### src/hdl/binomial_blur_3x3_stream_top_macros.svh
// Assertion macros for the binomial blur stream.
// Used by the modules that carry concurrent assertions; needs i_clk and i_rst_n in scope.
`ifndef BINOMIAL_BLUR_3X3_STREAM_TOP_MACROS_SVH
`define BINOMIAL_BLUR_3X3_STREAM_TOP_MACROS_SVH

`ifndef SYNTHESIS
// Condition that must hold in every cycle out of reset.
`define BB3_ASSERT(lbl, prop) \
    lbl: assert property (@(posedge i_clk) disable iff (!i_rst_n) (prop)) \
        else $error("assertion failed");
// Condition that must hold in the cycle after the trigger.
`define BB3_ASSERT_NEXT(lbl, trig, cons) \
    lbl: assert property (@(posedge i_clk) disable iff (!i_rst_n) (trig) |=> (cons)) \
        else $error("assertion failed");
`else
`define BB3_ASSERT(lbl, prop)
`define BB3_ASSERT_NEXT(lbl, trig, cons)
`endif

`endif

### src/hdl/bb3_pkg.sv
// Shared constants and types for the binomial blur stream.
// No dependencies; imported by every module of the block but bb3_ram.
package bb3_pkg;

    localparam int PIXEL_BITS  = 16;
    localparam int MAX_COLS    = 4096;
    localparam int COL_BITS    = $clog2(MAX_COLS);
    localparam int ROW_BITS    = 16;
    localparam int WIDTH_BITS  = 13;
    localparam int HEIGHT_BITS = 16;

    // Sum widths along the [1 2 1] x [1 2 1] kernel.
    localparam int PAIR_BITS  = PIXEL_BITS + 1;
    localparam int HSUM_BITS  = PIXEL_BITS + 2;
    localparam int VSUM_BITS  = PIXEL_BITS + 3;
    localparam int TOTAL_BITS = PIXEL_BITS + 4;

    localparam int ROUND_BIAS = 8;
    localparam int NORM_SHIFT = 4;

    // Configuration port.
    localparam int CFG_IDX_BITS  = 1;
    localparam int CFG_DATA_BITS = 16;
    localparam logic [CFG_IDX_BITS-1:0] CFG_IMAGE_WIDTH  = 1'd0;
    localparam logic [CFG_IDX_BITS-1:0] CFG_IMAGE_HEIGHT = 1'd1;

    localparam logic [WIDTH_BITS-1:0]  WIDTH_RESET  = 13'd1024;
    localparam logic [HEIGHT_BITS-1:0] HEIGHT_RESET = 16'd1024;
    localparam logic [WIDTH_BITS-1:0]  WIDTH_MIN    = 13'd2;
    localparam logic [WIDTH_BITS-1:0]  WIDTH_MAX    = WIDTH_BITS'(MAX_COLS);
    localparam logic [HEIGHT_BITS-1:0] HEIGHT_MIN   = 16'd2;

    // Per-pixel control decided at the input stage.
    typedef struct packed {
        logic [COL_BITS-1:0] col;
        logic                col_zero;
        logic                frame_begin;
        logic                produce;
        logic                frame_end;
    } t_stage_ctl;

endpackage

### src/hdl/bb3_ctrl.sv
// Input stage: configuration registers, row and column counters, input register.
// Depends on bb3_pkg.
module bb3_ctrl
    import bb3_pkg::*;
(
    input  logic                     i_clk,
    input  logic                     i_rst_n,
    input  logic                     i_cfg_we,
    input  logic [CFG_IDX_BITS-1:0]  i_cfg_index,
    input  logic [CFG_DATA_BITS-1:0] i_cfg_data,
    input  logic                     i_valid,
    input  logic [PIXEL_BITS-1:0]    i_pixel_in,
    input  logic                     i_frame_start,
    input  logic                     i_adv,
    output logic                     o_stall,
    output logic                     o_accept,
    output logic [COL_BITS-1:0]      o_rd_col,
    output logic                     o_a_valid,
    output logic [PIXEL_BITS-1:0]    o_a_pixel,
    output t_stage_ctl               o_a_ctl
);

    logic [WIDTH_BITS-1:0]  r_width;
    logic [HEIGHT_BITS-1:0] r_height;
    logic [COL_BITS-1:0]    r_col, n_col;
    logic [ROW_BITS-1:0]    r_row, n_row;
    logic                   r_a_valid;
    logic [PIXEL_BITS-1:0]  r_a_pixel;
    t_stage_ctl             r_a_ctl, n_a_ctl;

    logic [COL_BITS-1:0]    cur_col;
    logic [ROW_BITS-1:0]    cur_row;
    logic [WIDTH_BITS-1:0]  w_eff;
    logic [HEIGHT_BITS-1:0] h_eff;
    logic                   last_col;
    logic                   last_row;
    logic                   accept;

    // Configuration writes.
    always_ff @(posedge i_clk) begin
        if (!i_rst_n) begin
            r_width  <= WIDTH_RESET;
            r_height <= HEIGHT_RESET;
        end else if (i_cfg_we) begin
            unique case (i_cfg_index)
                CFG_IMAGE_WIDTH:  r_width  <= i_cfg_data[WIDTH_BITS-1:0];
                CFG_IMAGE_HEIGHT: r_height <= i_cfg_data[HEIGHT_BITS-1:0];
                default: ;
            endcase
        end
    end

    // Position of the incoming pixel and the wrap of the counters.
    always_comb begin
        cur_col = i_frame_start ? '0 : r_col;
        cur_row = i_frame_start ? '0 : r_row;

        w_eff = r_width;
        if (r_width < WIDTH_MIN) begin
            w_eff = WIDTH_MIN;
        end else if (r_width > WIDTH_MAX) begin
            w_eff = WIDTH_MAX;
        end
        h_eff = (r_height < HEIGHT_MIN) ? HEIGHT_MIN : r_height;

        last_col = {1'b0, cur_col} >= (w_eff - WIDTH_BITS'(1));
        last_row = cur_row >= (h_eff - HEIGHT_BITS'(1));

        n_col = last_col ? '0 : cur_col + COL_BITS'(1);
        n_row = cur_row;
        if (last_col) begin
            n_row = last_row ? '0 : cur_row + ROW_BITS'(1);
        end

        n_a_ctl.col         = cur_col;
        n_a_ctl.col_zero    = (cur_col == '0);
        n_a_ctl.frame_begin = (cur_col == '0) && (cur_row == '0);
        n_a_ctl.produce     = (cur_col != '0) && (cur_row != '0);
        n_a_ctl.frame_end   = last_col && last_row;
    end

    // The input register frees up whenever its transaction moves on.
    assign accept  = i_valid && (!r_a_valid || i_adv);
    assign o_stall = r_a_valid && !i_adv;

    always_ff @(posedge i_clk) begin
        if (!i_rst_n) begin
            r_col     <= '0;
            r_row     <= '0;
            r_a_valid <= 1'b0;
        end else begin
            if (accept) begin
                r_col     <= n_col;
                r_row     <= n_row;
                r_a_valid <= 1'b1;
            end else if (i_adv) begin
                r_a_valid <= 1'b0;
            end
        end
    end

    // Payload of the input register.
    always_ff @(posedge i_clk) begin
        if (accept) begin
            r_a_pixel <= i_pixel_in;
            r_a_ctl   <= n_a_ctl;
        end
    end

    assign o_accept  = accept;
    assign o_rd_col  = cur_col;
    assign o_a_valid = r_a_valid;
    assign o_a_pixel = r_a_pixel;
    assign o_a_ctl   = r_a_ctl;

endmodule

### config.mk
export PLATFORM = sky130hd
export DESIGN_NAME = bb3_ctrl
export DESIGN_NICKNAME = d
export VERILOG_FILES = /design/src/hdl/binomial_blur_3x3_stream_top_macros.svh /design/src/hdl/bb3_pkg.sv /design/src/hdl/bb3_ctrl.sv
export SDC_FILE = /design/constraint.sdc
export NUM_CORES = 1
export LEC_CHECK = 0
export ABC_CLOCK_PERIOD_IN_PS = 5400
export BUFFER_PORTS_ARGS = -buffer_cell sky130_fd_sc_hd__buf_2
export CORE_ASPECT_RATIO = 0.5
export CORE_MARGIN = 3
export CORE_UTILIZATION = 41
export CTS_CLUSTER_DIAMETER = 120
export DETAILED_ROUTE_END_ITERATION = 10
export SYNTH_ARGS = -nofsm -noshare
export SYNTH_HDL_FRONTEND = slang
export SYNTH_SLANG_ARGS = --single-unit
### constraint.sdc
create_clock -name i_clk -period 5.4 [get_ports i_clk]
set_input_delay 1.08 -clock i_clk [delete_from_list [all_inputs] [get_ports i_clk]]
set_output_delay 1.08 -clock i_clk [all_outputs]
set_load 0.05 [all_outputs]
==> results.md <==
* Critical Path Slowest Stage Cell: or4_4
* Post-synth EDFFs at 32
* Most frequent cells in the layout: nand2_1, buf_2, dfxtp_1
* Final Max Slew Viols at 0
* Initial core utilization at 0.428
* First-pass GRT wire length at 20.7 mm
* Critical Path Fanout Max at 12
* Initial DRC Count at between 400 and 500
* Library cells used by synthesis at 66
* Static leakage at 2.40 nW
* CTS H-Tree Depth at 3
* HP Class: flip-flop to flip-flop
* Tot Pwr at 1.66 mW
* Fraction of layout cells with a size suffix above 1 at 0.183
* Core Region at 12100 um^2
* Sw Ratio at 0.287
* Largest net degree at the start of global routing at 46
* Worst-path clk slew at 0.07 ns
* Post-Synth XOR/XNOR Area at 0.0288
* Tot GR Track Use at 0.185
* Die area at 14100 um^2
* Clk sinks at 90
* Layout Nets at 736
* Synth warn at 0
* GR Overflow Total at 0
* Clock Power Share at 0.387
* Final hold violation count at 0
* Avg WL per Cell at between 15 and 20 um
* Internal at roughly 1.2 mW
* Vias in the first global route at between 4k and 5k
* Clock latency on the worst-skew pair at 0.34 ns
* Final WL at about 13 mm
* Antenna-violating nets left at 0
* Drt drc at 0
* Dpl ws at 0.200 ns
* Post-synth top area cell: dfxtp_1
* Max Clk Rate at 0.200 GHz
* Crit start category: flip-flop
* IO Count at 86
* Antenna violations before repair at 0
* Post-Synthesis Cells at 598
* Layout area overhead at 15.7%
* Max Cap Violations at 0
* Tightest Pin Transition at 0.847 ns
* Main synth FF type: dfxtp_1
* Sequential fraction of the synthesis area at 0.411
* Multiplexer area fraction after synthesis at 0.00194
* Routability congestion estimate at between 0.8 and 0.9
* Critical-path cell list: or4_4 -> nor4_4 -> nand2b_1 -> or2_1 -> nor4_4 -> nand2b_1 -> ha_1 -> nand2b_1 -> or2_2 -> nor4_4 -> xnor2_1 -> ha_1 -> a21o_1 -> a221oi_1 -> o221ai_1 -> a21o_1 -> buf_4 -> nand2_1 -> or4b_1 -> a31oi_1
* Fill cells at 1174
* DP Area at 5640 um^2
* Final number of setup-violating endpoints at 0
* Simple-gate share of the synthesized area at 0.277
* Outcome: finished clean
* Worst r2r src: r_height[7]
* Worst R2R Path Depth at 20
* CP Capture Type: flip-flop
* DP HPWL at 9.65 mm
* Synthesized area at between 5000 and 6000 um^2
* Crit path time final at 5.00 ns
* Synthesized net count at 671
* Most common cell after layout, fill and taps aside: nand2_1
* Top cells by area, synth: dfxtp_1, edfxtp_1, ha_1, nand2_1, a21oi_1
* Crit path DAT at 5.27 ns
* Die Y at 85.3 um
* Routed vias/inst at ~5.4
* Complex-gate fraction of the synthesized area at 0.150
* Reg area at 2120 um^2
* Count of state elements after synthesis at 90
* Reg power frac at 0.450
* Flop2flop setup slack at 0.40 ns
* Final setup margin at 0.399 ns
* Period utilization at 0.926
* Final Instance Area at 5970 um^2
* CP peak stage delay at approximately 0.60 ns
* Setup TNS at 0 ns
* Worst VDD drop at 142 uV
* HP Start: r_height[6]
* Critical path required time at 5.67 ns
* Clk root buf: clkbuf_16
* Adder-cell share of the synthesized area at 0.0824
* Row Count at 28
* CTS tree: done
* Psw at 0.476 mW
* Clock Skews at 0.00698 ns
* Input/output buffers at 85
* Logic pwr share at 0.163
* Clock Tree Buf Depth at 2
* Antenna cells at 0
* Hold path depth at 2
* Drt first pass iters at 5
* Mean Syn Cell Area at 8.63 um^2
* WHS Endpoint: r_height[6]
* Count of hold-fix buffers inserted at cts at 0
* Vias post-DR at 4519
* Async S/R FF share, synth at 0
* RSZ-0062 raised after global routing: no
* Worst rel slew slack at 0.434
* Area taken by multi-input logic gates at about 2800 um^2
* Top-area cell type share of the netlist area at 0.225
* Power Density at 278 nW/um^2
* R2r endpoint: r_row[12]
* Die width at roughly 160 um
* Type of the worst setup path: flip-flop to flip-flop
* Num CTS Buffers at 9
* Largest family of logic cells by synthesized area: simple AND/OR/NAND/NOR gates
area by class of cell:
| type | instances | share of cell area |
|---|---|---|
| clock buffer | 10 | 0.0383 |
| clock inverter | 6 | 0.0121 |
| inverter | 17 | 0.0107 |
| multi-input combinational | 455 | 0.472 |
| sequential | 90 | 0.355 |
| tap | 165 | 0.0346 |
| timing repair buffer | 90 | 0.0775 |
repair_timing:
action | 4_1_cts | 5_1_grt
gates resized for setup | 0 | 4
setup endpoints to repair | 0 | 11
setup buffers | 0 | 0
Yosys cell counts (all sizes together), types with 2 or more instances:
cell and n:
or4b 2, a21oi 54, or3 6, xnor2 15, nand4b 4, o211ai 8
nand2 108, o41ai 3, nor2 42, buf 17, nand2b 7, o21a 3
clkbuf 19, o311ai 4, and3 3, o22ai 3, inv 16, nand3 22
o21ai 21, a21o 2, nor2b 28, or4 7, a32oi 3, o31ai 6
nor4 17, nand4 5, dfxtp 58, nand3b 2, nor3b 2, and2 3
xor2 2, or2 5, ha 34, nor3 10, a31oi 9, edfxtp 32
critical path, delay by kind of cell (launching register included):
kind | cells | cell delay (ns)
AND/OR/NAND/NOR | 11 | 2.67
AO/OA/AOI/OAI | 5 | 1.05
buffers and inverters | 1 | 0.19
flip-flops | 1 | 0.38
XOR/XNOR | 1 | 0.16
adder cells (fa/ha/maj) | 2 | 0.47
power groups by stage:
| stage | registers [mW] | clock network, mW | logic, mW |
|---|---|---|---|
| 6_report | 0.747 | 0.641 | 0.271 |
| 3_5_place_dp | 0.761 | 0 | 0.269 |
| 3_3_place_gp | 0.761 | 0 | 0.267 |
| 4_1_cts | 0.746 | 0.652 | 0.270 |
| 5_1_grt | 0.750 | 0.682 | 0.301 |
| 2_1_floorplan | 0.804 | 0 | 0.155 |
metrics by stage:
step / std cells / hold slack, ns / utilization
2_1_floorplan: 598 / 0.441 / -
3_3_place_gp: 817 / 0.462 / 0.468
3_5_place_dp: 817 / 0.470 / 0.468
4_1_cts: 833 / 0.479 / 0.493
5_1_grt: 833 / 0.503 / 0.496
6_report: 833 / 0.476 / 0.496
state kept, by name, summed over array words and instances, names as in the netlist:
name,cells
r_width,13
o_a_pixel,16
r_row,16
o_a_valid,1
o_a_ctl,16
r_height,16
r_col,12
cell families after synthesis:
logic type                 Yosys count
AOI/OAI and AO/OA                  127
xor gates and xnor gates            17
adders and majority gates           34
buffers and inverters               53
DFF                                 90
muxes                                1
and+or+nand+nor                    276
per-layer routing:
metal / vias to the layer above / track usage / wire length (um)
met1: 2074 / 0.290 / 7030
met5: - / 0 / 0
met4: 0 / 0.0434 / 125
li1: 2281 / - / -
met3: 12 / 0.0356 / 912
met2: 152 / 0.258 / 5080
worst max path at each step:
stage / startpoint / to / cells past startpoint
2_1_floorplan: r_height[7] / r_row[6] / 20
3_3_place_gp: r_height[7] / r_row[15] / 19
3_5_place_dp: r_height[7] / r_row[3] / 19
4_1_cts: r_height[7] / r_row[3] / 19
5_1_grt: r_height[7] / r_row[12] / 20
6_report: r_height[7] / r_row[12] / 20
(Power assumes the default switching activity.)
