## src/hdl/binomial_blur_3x3_stream_top_macros.svh

```systemverilog
// Assertion macros for the binomial blur stream.
// Used by the modules that carry concurrent assertions; needs i_clk and i_rst_n in scope.
`ifndef BINOMIAL_BLUR_3X3_STREAM_TOP_MACROS_SVH
`define BINOMIAL_BLUR_3X3_STREAM_TOP_MACROS_SVH

`ifndef SYNTHESIS
// Condition that must hold in every cycle out of reset.
`define BB3_ASSERT(lbl, prop) \
    lbl: assert property (@(posedge i_clk) disable iff (!i_rst_n) (prop)) \
        else $error("assertion failed");
// Condition that must hold in the cycle after the trigger.
`define BB3_ASSERT_NEXT(lbl, trig, cons) \
    lbl: assert property (@(posedge i_clk) disable iff (!i_rst_n) (trig) |=> (cons)) \
        else $error("assertion failed");
`else
`define BB3_ASSERT(lbl, prop)
`define BB3_ASSERT_NEXT(lbl, trig, cons)
`endif

`endif

```

## src/hdl/bb3_pkg.sv

```systemverilog
// Shared constants and types for the binomial blur stream.
// No dependencies; imported by every module of the block but bb3_ram.
package bb3_pkg;

    localparam int PIXEL_BITS  = 16;
    localparam int MAX_COLS    = 4096;
    localparam int COL_BITS    = $clog2(MAX_COLS);
    localparam int ROW_BITS    = 16;
    localparam int WIDTH_BITS  = 13;
    localparam int HEIGHT_BITS = 16;

    // Sum widths along the [1 2 1] x [1 2 1] kernel.
    localparam int PAIR_BITS  = PIXEL_BITS + 1;
    localparam int HSUM_BITS  = PIXEL_BITS + 2;
    localparam int VSUM_BITS  = PIXEL_BITS + 3;
    localparam int TOTAL_BITS = PIXEL_BITS + 4;

    localparam int ROUND_BIAS = 8;
    localparam int NORM_SHIFT = 4;

    // Configuration port.
    localparam int CFG_IDX_BITS  = 1;
    localparam int CFG_DATA_BITS = 16;
    localparam logic [CFG_IDX_BITS-1:0] CFG_IMAGE_WIDTH  = 1'd0;
    localparam logic [CFG_IDX_BITS-1:0] CFG_IMAGE_HEIGHT = 1'd1;

    localparam logic [WIDTH_BITS-1:0]  WIDTH_RESET  = 13'd1024;
    localparam logic [HEIGHT_BITS-1:0] HEIGHT_RESET = 16'd1024;
    localparam logic [WIDTH_BITS-1:0]  WIDTH_MIN    = 13'd2;
    localparam logic [WIDTH_BITS-1:0]  WIDTH_MAX    = WIDTH_BITS'(MAX_COLS);
    localparam logic [HEIGHT_BITS-1:0] HEIGHT_MIN   = 16'd2;

    // Per-pixel control decided at the input stage.
    typedef struct packed {
        logic [COL_BITS-1:0] col;
        logic                col_zero;
        logic                frame_begin;
        logic                produce;
        logic                frame_end;
    } t_stage_ctl;

endpackage

```

## src/hdl/bb3_filter.sv

```systemverilog
// Result stage: horizontal sums, line store update and the rounded kernel output.
// Depends on bb3_pkg and the assertion macros header.
`include "binomial_blur_3x3_stream_top_macros.svh"

module bb3_filter
    import bb3_pkg::*;
(
    input  logic                  i_clk,
    input  logic                  i_rst_n,
    input  logic                  i_a_valid,
    input  logic [PIXEL_BITS-1:0] i_a_pixel,
    input  t_stage_ctl            i_a_ctl,
    input  logic [HSUM_BITS-1:0]  i_rd_a,
    input  logic [VSUM_BITS-1:0]  i_rd_b,
    input  logic                  i_stall,
    output logic                  o_adv,
    output logic                  o_we,
    output logic [COL_BITS-1:0]   o_waddr,
    output logic [HSUM_BITS-1:0]  o_wdata_a,
    output logic [VSUM_BITS-1:0]  o_wdata_b,
    output logic                  o_valid,
    output logic [PIXEL_BITS-1:0] o_pixel_out,
    output logic                  o_frame_end
);

    logic [PIXEL_BITS-1:0] r_prev_pixel;
    logic [PAIR_BITS-1:0]  r_prev_pair;
    logic [COL_BITS-1:0]   r_fill;
    logic                  r_o_valid;
    logic [PIXEL_BITS-1:0] r_o_pixel;
    logic                  r_o_frame_end;

    logic                  adv;
    logic                  stored;
    logic [HSUM_BITS-1:0]  a_eff;
    logic [VSUM_BITS-1:0]  b_eff;
    logic [PAIR_BITS-1:0]  pair;
    logic [HSUM_BITS-1:0]  hsum;
    logic [VSUM_BITS-1:0]  vsum;
    logic [TOTAL_BITS-1:0] total;

    // The stage moves when the result register is empty or being emptied.
    assign adv = i_a_valid && (!r_o_valid || !i_stall);

    // Columns 1 through the fill mark were written in this frame; columns above it read as zero.
    assign stored = (i_a_ctl.col <= r_fill);
    assign a_eff  = stored ? i_rd_a : '0;
    assign b_eff  = stored ? i_rd_b : '0;

    // Kernel arithmetic: horizontal pair and triple, then vertical.
    assign pair  = PAIR_BITS'(r_prev_pixel) + PAIR_BITS'(i_a_pixel);
    assign hsum  = HSUM_BITS'(r_prev_pair) + HSUM_BITS'(pair);
    assign vsum  = VSUM_BITS'(a_eff) + VSUM_BITS'(hsum);
    assign total = TOTAL_BITS'(b_eff) + TOTAL_BITS'(vsum) + TOTAL_BITS'(ROUND_BIAS);

    // Horizontal sums and the fill mark of the line stores.
    always_ff @(posedge i_clk) begin
        if (!i_rst_n) begin
            r_prev_pixel <= '0;
            r_prev_pair  <= '0;
            r_fill       <= '0;
        end else if (adv) begin
            if (i_a_ctl.col_zero) begin
                r_prev_pixel <= '0;
                r_prev_pair  <= '0;
            end else if (i_a_ctl.produce) begin
                r_prev_pixel <= i_a_pixel;
                r_prev_pair  <= pair;
            end
            if (i_a_ctl.frame_begin) begin
                r_fill <= '0;
            end else if (i_a_ctl.produce && (i_a_ctl.col > r_fill)) begin
                r_fill <= i_a_ctl.col;
            end
        end
    end

    // Result register control.
    always_ff @(posedge i_clk) begin
        if (!i_rst_n) begin
            r_o_valid <= 1'b0;
        end else if (adv) begin
            r_o_valid <= i_a_ctl.produce;
        end else if (!i_stall) begin
            r_o_valid <= 1'b0;
        end
    end

    // Result register payload.
    always_ff @(posedge i_clk) begin
        if (adv) begin
            r_o_pixel     <= total[NORM_SHIFT +: PIXEL_BITS];
            r_o_frame_end <= i_a_ctl.frame_end;
        end
    end

    assign o_adv       = adv;
    assign o_we        = adv && i_a_ctl.produce;
    assign o_waddr     = i_a_ctl.col;
    assign o_wdata_a   = hsum;
    assign o_wdata_b   = vsum;
    assign o_valid     = r_o_valid;
    assign o_pixel_out = r_o_pixel;
    assign o_frame_end = r_o_frame_end;

    // Column zero never reaches the line stores.
    `BB3_ASSERT(a_no_col0_write, !o_we || (o_waddr != '0))
    // A frame begin empties the line stores for the next transactions.
    `BB3_ASSERT_NEXT(a_fill_cleared, adv && i_a_ctl.frame_begin, r_fill == '0)
    // A held result blocks the stage behind it.
    `BB3_ASSERT(a_hold_blocks, !(r_o_valid && i_stall) || !adv)

endmodule

```

## config.mk

```make
export PLATFORM = sky130hd
export DESIGN_NAME = bb3_filter
export DESIGN_NICKNAME = d
export VERILOG_FILES = /design/src/hdl/bb3_pkg.sv /design/src/hdl/bb3_filter.sv
export VERILOG_INCLUDE_DIRS = /design/src /design/src/hdl
export SDC_FILE = /design/constraint.sdc
export NUM_CORES = 1
export LEC_CHECK = 0
export ABC_AREA = 1
export ABC_CLOCK_PERIOD_IN_PS = 7300
export BUFFER_PORTS_ARGS = -buffer_cell sky130_fd_sc_hd__buf_2
export CORE_MARGIN = 2
export CORE_UTILIZATION = 25
export DETAILED_ROUTE_END_ITERATION = 12
export PLACE_DENSITY = 0.52
export SETUP_SLACK_MARGIN = 0.05
export SLEW_MARGIN = 20
export SYNTH_ARGS = -nofsm -noshare
export SYNTH_HDL_FRONTEND = slang
export SYNTH_SLANG_ARGS = --single-unit
```

## constraint.sdc

```tcl
create_clock -name i_clk -period 7.3 [get_ports i_clk]
set_clock_uncertainty 0.2 [all_clocks]
set_input_delay 1.46 -clock i_clk [delete_from_list [all_inputs] [get_ports i_clk]]
set_output_delay 1.46 -clock i_clk [all_outputs]
set_load 0.01 [all_outputs]
```

==> flow_summary.json, run 1 <==
{
  "outcome": "finished, final reports clean",
  "cp_max_fo": 4,
  "initial_core_util_pct": 25.6,
  "yosys_register_bits": 63,
  "ios": 142,
  "worst_slew_pin_slew_ns": 0.855,
  "synth_fp_nets": 1075,
  "grt_setup_unrepaired": "true",
  "cts-root-buf": "clkbuf_16",
  "fin_util_pct": 35.0,
  "drtIter0Drc": 184,
  "ys_top_cells_by_count": "nand2_1 (229), a21oi_1 (114), inv_1 (111)",
  "timing.rr.start": "r_prev_pixel[2]",
  "gp_congestion": 0.840,
  "synth_cell_type_count": 43,
  "overflow": 0,
  "dieArea_um2": 26300,
  "yosysSeqAreaShare_pct": 22.9,
  "synth.cell_area_um2": 6260,
  "ys_warn_count": 0,
  "layout.nets": 1264,
  "syn_to_final_growth_pct": 36.7,
  "cp-start-kind": "input port",
  "worstHoldStart": "r_fill[4]",
  "syn_inst": 900,
  "wl_per_cell_um": 12.9,
  "slew_headroom_pct": 42.9,
  "track_usage_pct": 13.9,
  "crit_type": "in2out",
  "ant_nets": 0,
  "portBuffers": 141,
  "die_w_um": 162,
  "grt_max_degree": 46,
  "netlist.area_leader.share_pct": 19.8,
  "hold_path_class": "reg2reg",
  "async_flop_share_pct": 0,
  "hpwl_mm": 14.9,
  "synth_flop_cell": "dfxtp_1",
  "clock_path_buffers": 2,
  "whs_path_depth": 2,
  "grt_pass1_vias": 6001,
  "setup_viol": 0,
  "firstDrtPassIters": 4,
  "ir_drop_mv": 0.112,
  "cp.required_ns": 5.64,
  "leakagePower_nw": 4.31,
  "cts_tree": "yes",
  "period_share_pct": 96.2,
  "synth.largest_area_cell": "ha_1",
  "r2r_setup_slack_ns": 1.47,
  "power.density_nw_per_um2": 224,
  "antenna-diode-count": 0,
  "insertion_delay_ns": 0.34,
  "endpoint_kind": "output port",
  "vias": 6184,
  "yosysMostFrequentCell": "nand2_1",
  "routed_wirelength_mm": 18.2,
  "reg2reg_to": "o_pixel_out[15]",
  "worstPathArrival_ns": 5.36,
  "reg2reg_depth": 33,
  "remaining_drc_errors": 0,
  "drive_gt1_share_pct": 29.3,
  "vias_per_cell": 4.36,
  "ys_top_cells_by_area": "ha_1 (20%), dfxtp_1 (15%), nand2_1 (14%)",
  "cts.clk_slew.worst_paths_ns": 0.06,
  "hold_end": "r_fill[4]",
  "dieHeight_um": 162,
  "hold_viol_final": 0,
  "fmax_ghz": 0.142,
  "cap_violations": 0,
  "cts-htree-levels": 3,
  "power_mw": 1.92,
  "antenna_found_initial": 0,
  "grt_pass1_wl_mm": 29.1,
  "cts_made_buffers": 9,
  "avgSynthCellArea_um2": 6.96,
  "core_area_um2": 24500,
  "num_rows": 57,
  "final_max_slew_viol_count": 0,
  "min_period_ns": 7.02,
  "cts.sinks": 63,
  "synth_edf_count": 17,
  "ctsHoldBuffers": 0
}
## metrics by stage
step                      setup TNS (ns)  instance area, µm²  cells  hold slack [ns]  setup slack, ns
after floorplan                        0                6260    900            0.239            0.458
after global routing             -0.0476                8560   1418            0.278          -0.0247
after detailed placement         -0.0705                7630   1392            0.254          -0.0638
after global placement                 0                7630   1392            0.249           0.0302
after CTS                              0                8000   1409            0.264           0.0566
final                                  0                8560   1418            0.261            0.275
## area by class of cell
class                           instances  area (µm²)
Sequential cell                        63        1430
Multi-Input combinational cell        694        4750
Inverter                              116         438
Timing Repair Buffer                  205        1200
Clock buffer                           10         239
Clock inverter                          6        91.3
Fill cell                            2628       15900
Tap cell                              324         405
## what timing repair did
| action | in CTS | in global routing |
|---|---|---|
| endpoints found under the setup margin | 4 | 17 |
| buffers inserted | 1 | 9 |
| pin swaps | 2 | 36 |
| hold endpoints to repair | 0 | 0 |
| resized for setup | 5 | 93 |
| cloned | 0 | 0 |
## layer usage
layer / track usage [%] / part of all wire [%] / vias up
met5: 0 / 0 / -
met4: 3.70 / 1.3 / 0
met3: 2.76 / 3.5 / 11
met2: 25.0 / 50 / 89
met1: 16.9 / 45 / 2757
li1: - / - / 3327
## sequential cells by signal, summed over array words and instances, names as in the netlist
name	cells
o_frame_end	1
o_pixel_out	16
o_valid	1
r_fill	12
r_prev_pair	17
r_prev_pixel	16
## logic make-up after synthesis
logic type,Yosys count,share of synthesized area (%)
and+or+nand+nor,365,24.2
AOI/OAI and AO/OA,173,15.1
buffers and inverters,143,9.47
adders and majority gates,102,20.7
DFF,63,22.9
xor gates and xnor gates,54,7.67
## placed cells by master (no fill, tap or decap), drive strengths merged, types with 2 or more instances in the layout
master   count
o211ai       3
fa           3
nor2        68
o21a         2
nand2      235
a21o         6
o31ai        3
bufinv       2
and2         2
a31oi        5
nor3        13
o2111ai      2
nor4         4
nand3       35
dfxtp       46
xor2        39
inv        117
clkinv       3
a21oi      114
a21boi       2
buf        205
ha          99
o21ai       31
a211oi       2
xnor2       15
edfxtp      17
o21bai       2
nand4        5
clkbuf      10
## power breakdown
part / total, mW / internal, mW / switching (mW)
Clock: 0.494 / 0.310 / 0.184
Sequential: 0.435 / 0.424 / 0.0110
Combinational: 0.988 / 0.428 / 0.560
Total: 1.92 / 1.16 / 0.754
## critical path: stages
cell and delay [ns]:
buf_2 0.11, ha_2 0.20, fa_2 0.40, nand3_2 0.10
nand3_4 0.08, nand2_2 0.09, nand3_4 0.08, nand2_2 0.10
nand2_4 0.08, a21oi_4 0.20, xnor2_2 0.11, ha_4 0.31
nand2_1 0.10, nor3_2 0.23, nand3_1 0.10, nand2_1 0.13
xor2_2 0.09, ha_1 0.31, inv_1 0.07, nor3_2 0.21
nor3b_4 0.22, nand4_1 0.12, nand3_1 0.12, xor2_1 0.20
buf_2 0.17
## worst max path at each step
stage	from	endpoint	slack [ns]	cells after the start
6_report	i_a_pixel[0]	o_wdata_b[17]	0.28	25
5_1_grt	i_a_pixel[0]	o_wdata_b[18]	-0.02	30
4_1_cts	i_a_pixel[0]	o_wdata_b[12]	0.06	27
3_5_place_dp	i_a_pixel[0]	o_wdata_b[17]	-0.06	26
3_3_place_gp	i_a_pixel[0]	o_wdata_b[17]	0.03	24
2_1_floorplan	i_a_pixel[0]	o_pixel_out[14]	0.46	32
(Power assumes the default switching activity.)
==> inputs of run 2 (changes only) <==
- ABC_CLOCK_PERIOD_IN_PS: 7300 -> 9000
- clock period: 7.3 -> 9 ns (I/O delays scaled with it)
==> run 2 against run 1 <==
Compared with the run above:
- critical path type unchanged
- critical path depth grew 1
- first-iteration DRC count grew 3.3%
- critical endpoint unchanged
- sequential power shrank 19%
- sequential share of layout area grew 2.2 points
- largest power group unchanged
- die area is the same
- total power shrank 28%
- highest routed layer is now met5
==> flow_summary.json, run 2 (same netlist as run 1, synthesis figures left out) <==
{
  "firstDrtPassIters": 4,
  "cts_tree": "yes",
  "final_max_slew_viol_count": 0,
  "cap_violations": 0,
  "cp-start-kind": "input port",
  "worstHoldStart": "r_fill[7]",
  "initial_core_util_pct": 25.6,
  "ir_drop_mv": 0.0793,
  "fmax_ghz": 0.124,
  "slowest_stage": "fa_1",
  "drtIter0Drc": 190,
  "remaining_drc_errors": 0,
  "leakagePower_nw": 3.93,
  "power_mw": 1.37,
  "clock_path_buffers": 2,
  "routed_wirelength_mm": 17.8,
  "overflow": 0,
  "vias_per_cell": 4.39,
  "holdWs_ns": 0.260,
  "cts.clk_slew.worst_paths_ns": 0.06,
  "setup_viol": 0,
  "top_register": "r_prev_pair",
  "dieArea_um2": 26300,
  "cpMostUsedCell": "nand2_1",
  "cts-htree-levels": 3,
  "pwr-share-clk_pct": 26.4,
  "power.switching_mw": 0.574,
  "swShare_pct": 41.8,
  "whs_path_depth": 2,
  "hpwl_mm": 14.8,
  "core_area_um2": 24500,
  "ctsResizeCount": 0,
  "wl_per_cell_um": 13.1,
  "syn_to_final_growth_pct": 20.5,
  "r2r_setup_slack_ns": 2.71,
  "period_share_pct": 89.8,
  "insertion_delay_ns": 0.35,
  "grt_pass1_vias": 5826,
  "fin_area_um2": 7550,
  "slowest_delay_ns": 0.40,
  "portBuffers": 141,
  "cts.sinks": 63,
  "post-cts-setup-buffer-count": 0,
  "endpoint_kind": "output port",
  "p_seq_share_pct": 25.7,
  "drive_gt1_share_pct": 17.8,
  "place_area_um2": 7250,
  "worst_slew_pin_slew_ns": 0.847,
  "gp_congestion": 0.877,
  "reg2reg_depth": 30,
  "combPwrFrac_pct": 47.9,
  "layout.nets": 1203,
  "worstPathArrival_ns": 6.08,
  "antenna_found_initial": 2,
  "timing.rr.start": "r_prev_pixel[2]",
  "crit_type": "in2out",
  "worst_slack_ns": 0.919,
  "power.density_nw_per_um2": 182,
  "ctsHoldBuffers": 0,
  "dp_slack_ns": 0.963,
  "ant_nets": 0,
  "ios": 142,
  "track_usage_pct": 13.7,
  "hold_path_class": "reg2reg",
  "startpoint": "i_a_pixel[0]",
  "hold_end": "r_fill[7]",
  "cts-root-buf": "clkbuf_16",
  "grt_pass1_wl_mm": 28.5,
  "grt_max_degree": 46,
  "layout_commonest_cell": "nand2_1",
  "vias": 5968,
  "outcome": "finished, final reports clean",
  "min_period_ns": 8.08,
  "cp.required_ns": 7.00,
  "die_w_um": 162,
  "p_int_mw": 0.800,
  "slew_headroom_pct": 43.4,
  "cp_max_fo": 4,
  "tns_ns": 0,
  "nFillCells": 2739,
  "cts_made_buffers": 9,
  "dieHeight_um": 162,
  "num_rows": 57,
  "grt_setup_unrepaired": "false",
  "largest_register_ffs": 17,
  "final_cell_mix": "nand2_1 (229), buf_2 (141), a21oi_1 (114), inv_1 (111), ha_1 (99)",
  "hold_viol_final": 0,
  "reg2reg_to": "o_pixel_out[14]"
}
## run 2: how the worst max path moves through the flow
stage	to	slack [ns]	cells past startpoint
2_1_floorplan	o_wdata_b[17]	1.53	24
3_3_place_gp	o_wdata_b[15]	0.97	24
3_5_place_dp	o_wdata_b[17]	0.96	26
4_1_cts	o_wdata_b[17]	0.93	26
5_1_grt	o_wdata_b[17]	0.52	25
6_report	o_wdata_b[17]	0.92	26
## run 2: power groups by stage
stage | sequential (mW) | combinational [mW] | clock (mW)
finish | 0.353 | 0.658 | 0.363
global route | 0.356 | 0.745 | 0.387
CTS | 0.353 | 0.668 | 0.378
detailed placement | 0.359 | 0.662 | 0
global placement | 0.359 | 0.666 | 0
floorplan | 0.378 | 0.433 | 0
## run 2: critical path, delay by kind of cell
| kind | cells | cell delay, ns |
|---|---|---|
| simple gates | 13 | 1.50 |
| fa+ha+maj | 4 | 1.33 |
| xor+xnor | 3 | 0.53 |
| compound gates | 3 | 0.55 |
| buf+inv | 3 | 0.36 |
## run 2: per-layer routing
layer  GRT usage, %  wire length (µm)  vias to the layer above
li1               -                 -                     3228
met1           16.8              8200                     2609
met2           23.8              8530                      107
met3           2.89               675                       22
met4           4.55               396                        2
met5              0                16                        -
## run 2: area by class of cell
type | count | area (µm²) | area share, %
diodes | 1 | 2.50 | 0.0332
clock buffers | 9 | 225 | 2.98
clock inverters | 7 | 71.3 | 0.945
inverters | 116 | 438 | 5.80
multi-input cells | 694 | 4250 | 56.2
flip-flops and latches | 63 | 1430 | 19.0
well taps | 324 | 405 | 5.37
repair buffers | 144 | 728 | 9.65
## run 2: metrics by stage
stage,util (%),cells
finish,30.9,1358
floorplan,-,900
global placement,29.6,1341
CTS,30.8,1357
detailed placement,29.6,1341
global route,30.9,1358
==> inputs of run 3 (changes only) <==
- PLACE_DENSITY: 0.52 -> 0.55
==> run 3 against run 2 <==
Compared with the run above:
- design area down 0.33%
- total power down 1.4%
- utilization down 0.10 points
- critical path depth down 1
- hold slack better by 0.0012 ns
- die area unchanged
- routed wire length down 1.7%
- clock-buffer cell count up 1
- clock power down 4%
- via count down 0.12%
- critical endpoint unchanged
- largest cell class unchanged
==> flow_summary.json, run 3 (same netlist as run 1, synthesis figures left out) <==
{
  "worstPathArrival_ns": 6.37,
  "vias_per_cell": 4.40,
  "ctsHoldBuffers": 0,
  "grt_pass1_wl_mm": 28.6,
  "layout.nets": 1202,
  "antenna_found_initial": 2,
  "dieArea_um2": 26300,
  "largest_register_ffs": 17,
  "initial_core_util_pct": 25.6,
  "worstHoldStart": "r_fill[7]",
  "cts.sinks": 63,
  "timing.rr.start": "r_prev_pixel[0]",
  "firstDrtPassIters": 4,
  "post-cts-setup-buffer-count": 0,
  "layout_commonest_cell": "nand2_1",
  "dieHeight_um": 162,
  "portBuffers": 141,
  "track_usage_pct": 13.6,
  "endpoint_kind": "output port",
  "cap_violations": 0,
  "cp-start-kind": "input port",
  "drtIter0Drc": 228,
  "cp_max_fo": 4,
  "grt_setup_unrepaired": "false",
  "routed_wirelength_mm": 17.5,
  "drive_gt1_share_pct": 17.7,
  "period_share_pct": 93.1,
  "cts_tree": "yes",
  "clock_path_buffers": 2,
  "core_area_um2": 24500,
  "hold_viol_final": 0,
  "power_mw": 1.36,
  "ios": 142,
  "leakagePower_nw": 3.91,
  "crit_type": "in2out",
  "remaining_drc_errors": 0,
  "antenna-diode-count": 0,
  "ant_nets": 0,
  "ctsResizeCount": 0,
  "ir_drop_mv": 0.112,
  "final_max_slew_viol_count": 0,
  "cts.clk_slew.worst_paths_ns": 0.06,
  "grt_max_degree": 46,
  "cts-htree-levels": 3,
  "tns_ns": 0,
  "num_rows": 57,
  "gp_congestion": 0.859,
  "setup_viol": 0,
  "top_register": "r_prev_pair",
  "power.density_nw_per_um2": 180,
  "startpoint": "i_a_pixel[0]",
  "outcome": "finished, final reports clean",
  "cts_made_buffers": 9,
  "grt_pass1_vias": 5875,
  "insertion_delay_ns": 0.35,
  "worst_slew_pin_slew_ns": 0.907,
  "nFillCells": 2697,
  "hpwl_mm": 14.2,
  "overflow": 0,
  "fmax_ghz": 0.119,
  "cp.required_ns": 7.00,
  "slowest_delay_ns": 0.41,
  "cts-root-buf": "clkbuf_16",
  "die_w_um": 162,
  "syn_to_final_growth_pct": 20.1,
  "slowest_stage": "fa_1",
  "vias": 5961,
  "slew_headroom_pct": 39.5,
  "hold_path_class": "reg2reg",
  "final_cell_mix": "nand2_1 (229), buf_2 (141), a21oi_1 (114), inv_1 (111), ha_1 (99)",
  "min_period_ns": 8.37,
  "wl_per_cell_um": 12.9
}
-- run 3: cell type report --
class	count	area, µm²	area share, %
clock buffer	10	239	3.18
inverter	116	438	5.82
timing repair buffer	143	721	9.58
clock inverter	6	42.5	0.566
tap	324	405	5.39
sequential	63	1430	19.0
multi-input combinational	694	4250	56.4
-- run 3: final timing paths --
check                                       end  cells past startpoint  slack [ns]
worst max register to register  o_pixel_out[15]                     31        2.63
worst min register to register        r_fill[7]                      2        0.26
worst min-delay path                  r_fill[7]                      2        0.26
worst max-delay path              o_wdata_b[17]                     25        0.63
-- run 3: per-stage QoR --
step	cell area [µm²]	std cells	utilization, %	setup WS (ns)	hold slack [ns]
2_1_floorplan	6260	900	-	1.53	0.239
3_3_place_gp	7240	1340	29.6	0.640	0.248
3_5_place_dp	7240	1340	29.6	0.574	0.254
4_1_cts	7520	1356	30.8	0.530	0.265
5_1_grt	7520	1356	30.8	0.0967	0.290
6_report	7520	1356	30.8	0.625	0.261
-- run 3: where the power goes --
part           internal [mW]  switching (mW)  leakage [nW]
Sequential             0.344         0.00896         0.540
Combinational          0.241           0.414          3.23
Clock                  0.195           0.152         0.140
Total                  0.780           0.575          3.91
-- run 3: metal layers --
layer,vias up,wire (µm),share of wire [%],GRT usage [%]
met4,2,209,1.2,2.94
met1,2570,8270,47,17.5
met3,19,1050,6.0,3.17
met5,-,13,0.074,0
li1,3215,-,-,-
met2,155,7960,45,23.1
-- run 3: worst max-delay path: cells and delay by family --
family | cells | cell delay (ns)
XOR/XNOR | 3 | 0.60
adder cells (fa/ha/maj) | 4 | 1.24
AND/OR/NAND/NOR | 14 | 2.16
AO/OA/AOI/OAI | 1 | 0.22
buffers and inverters | 3 | 0.34
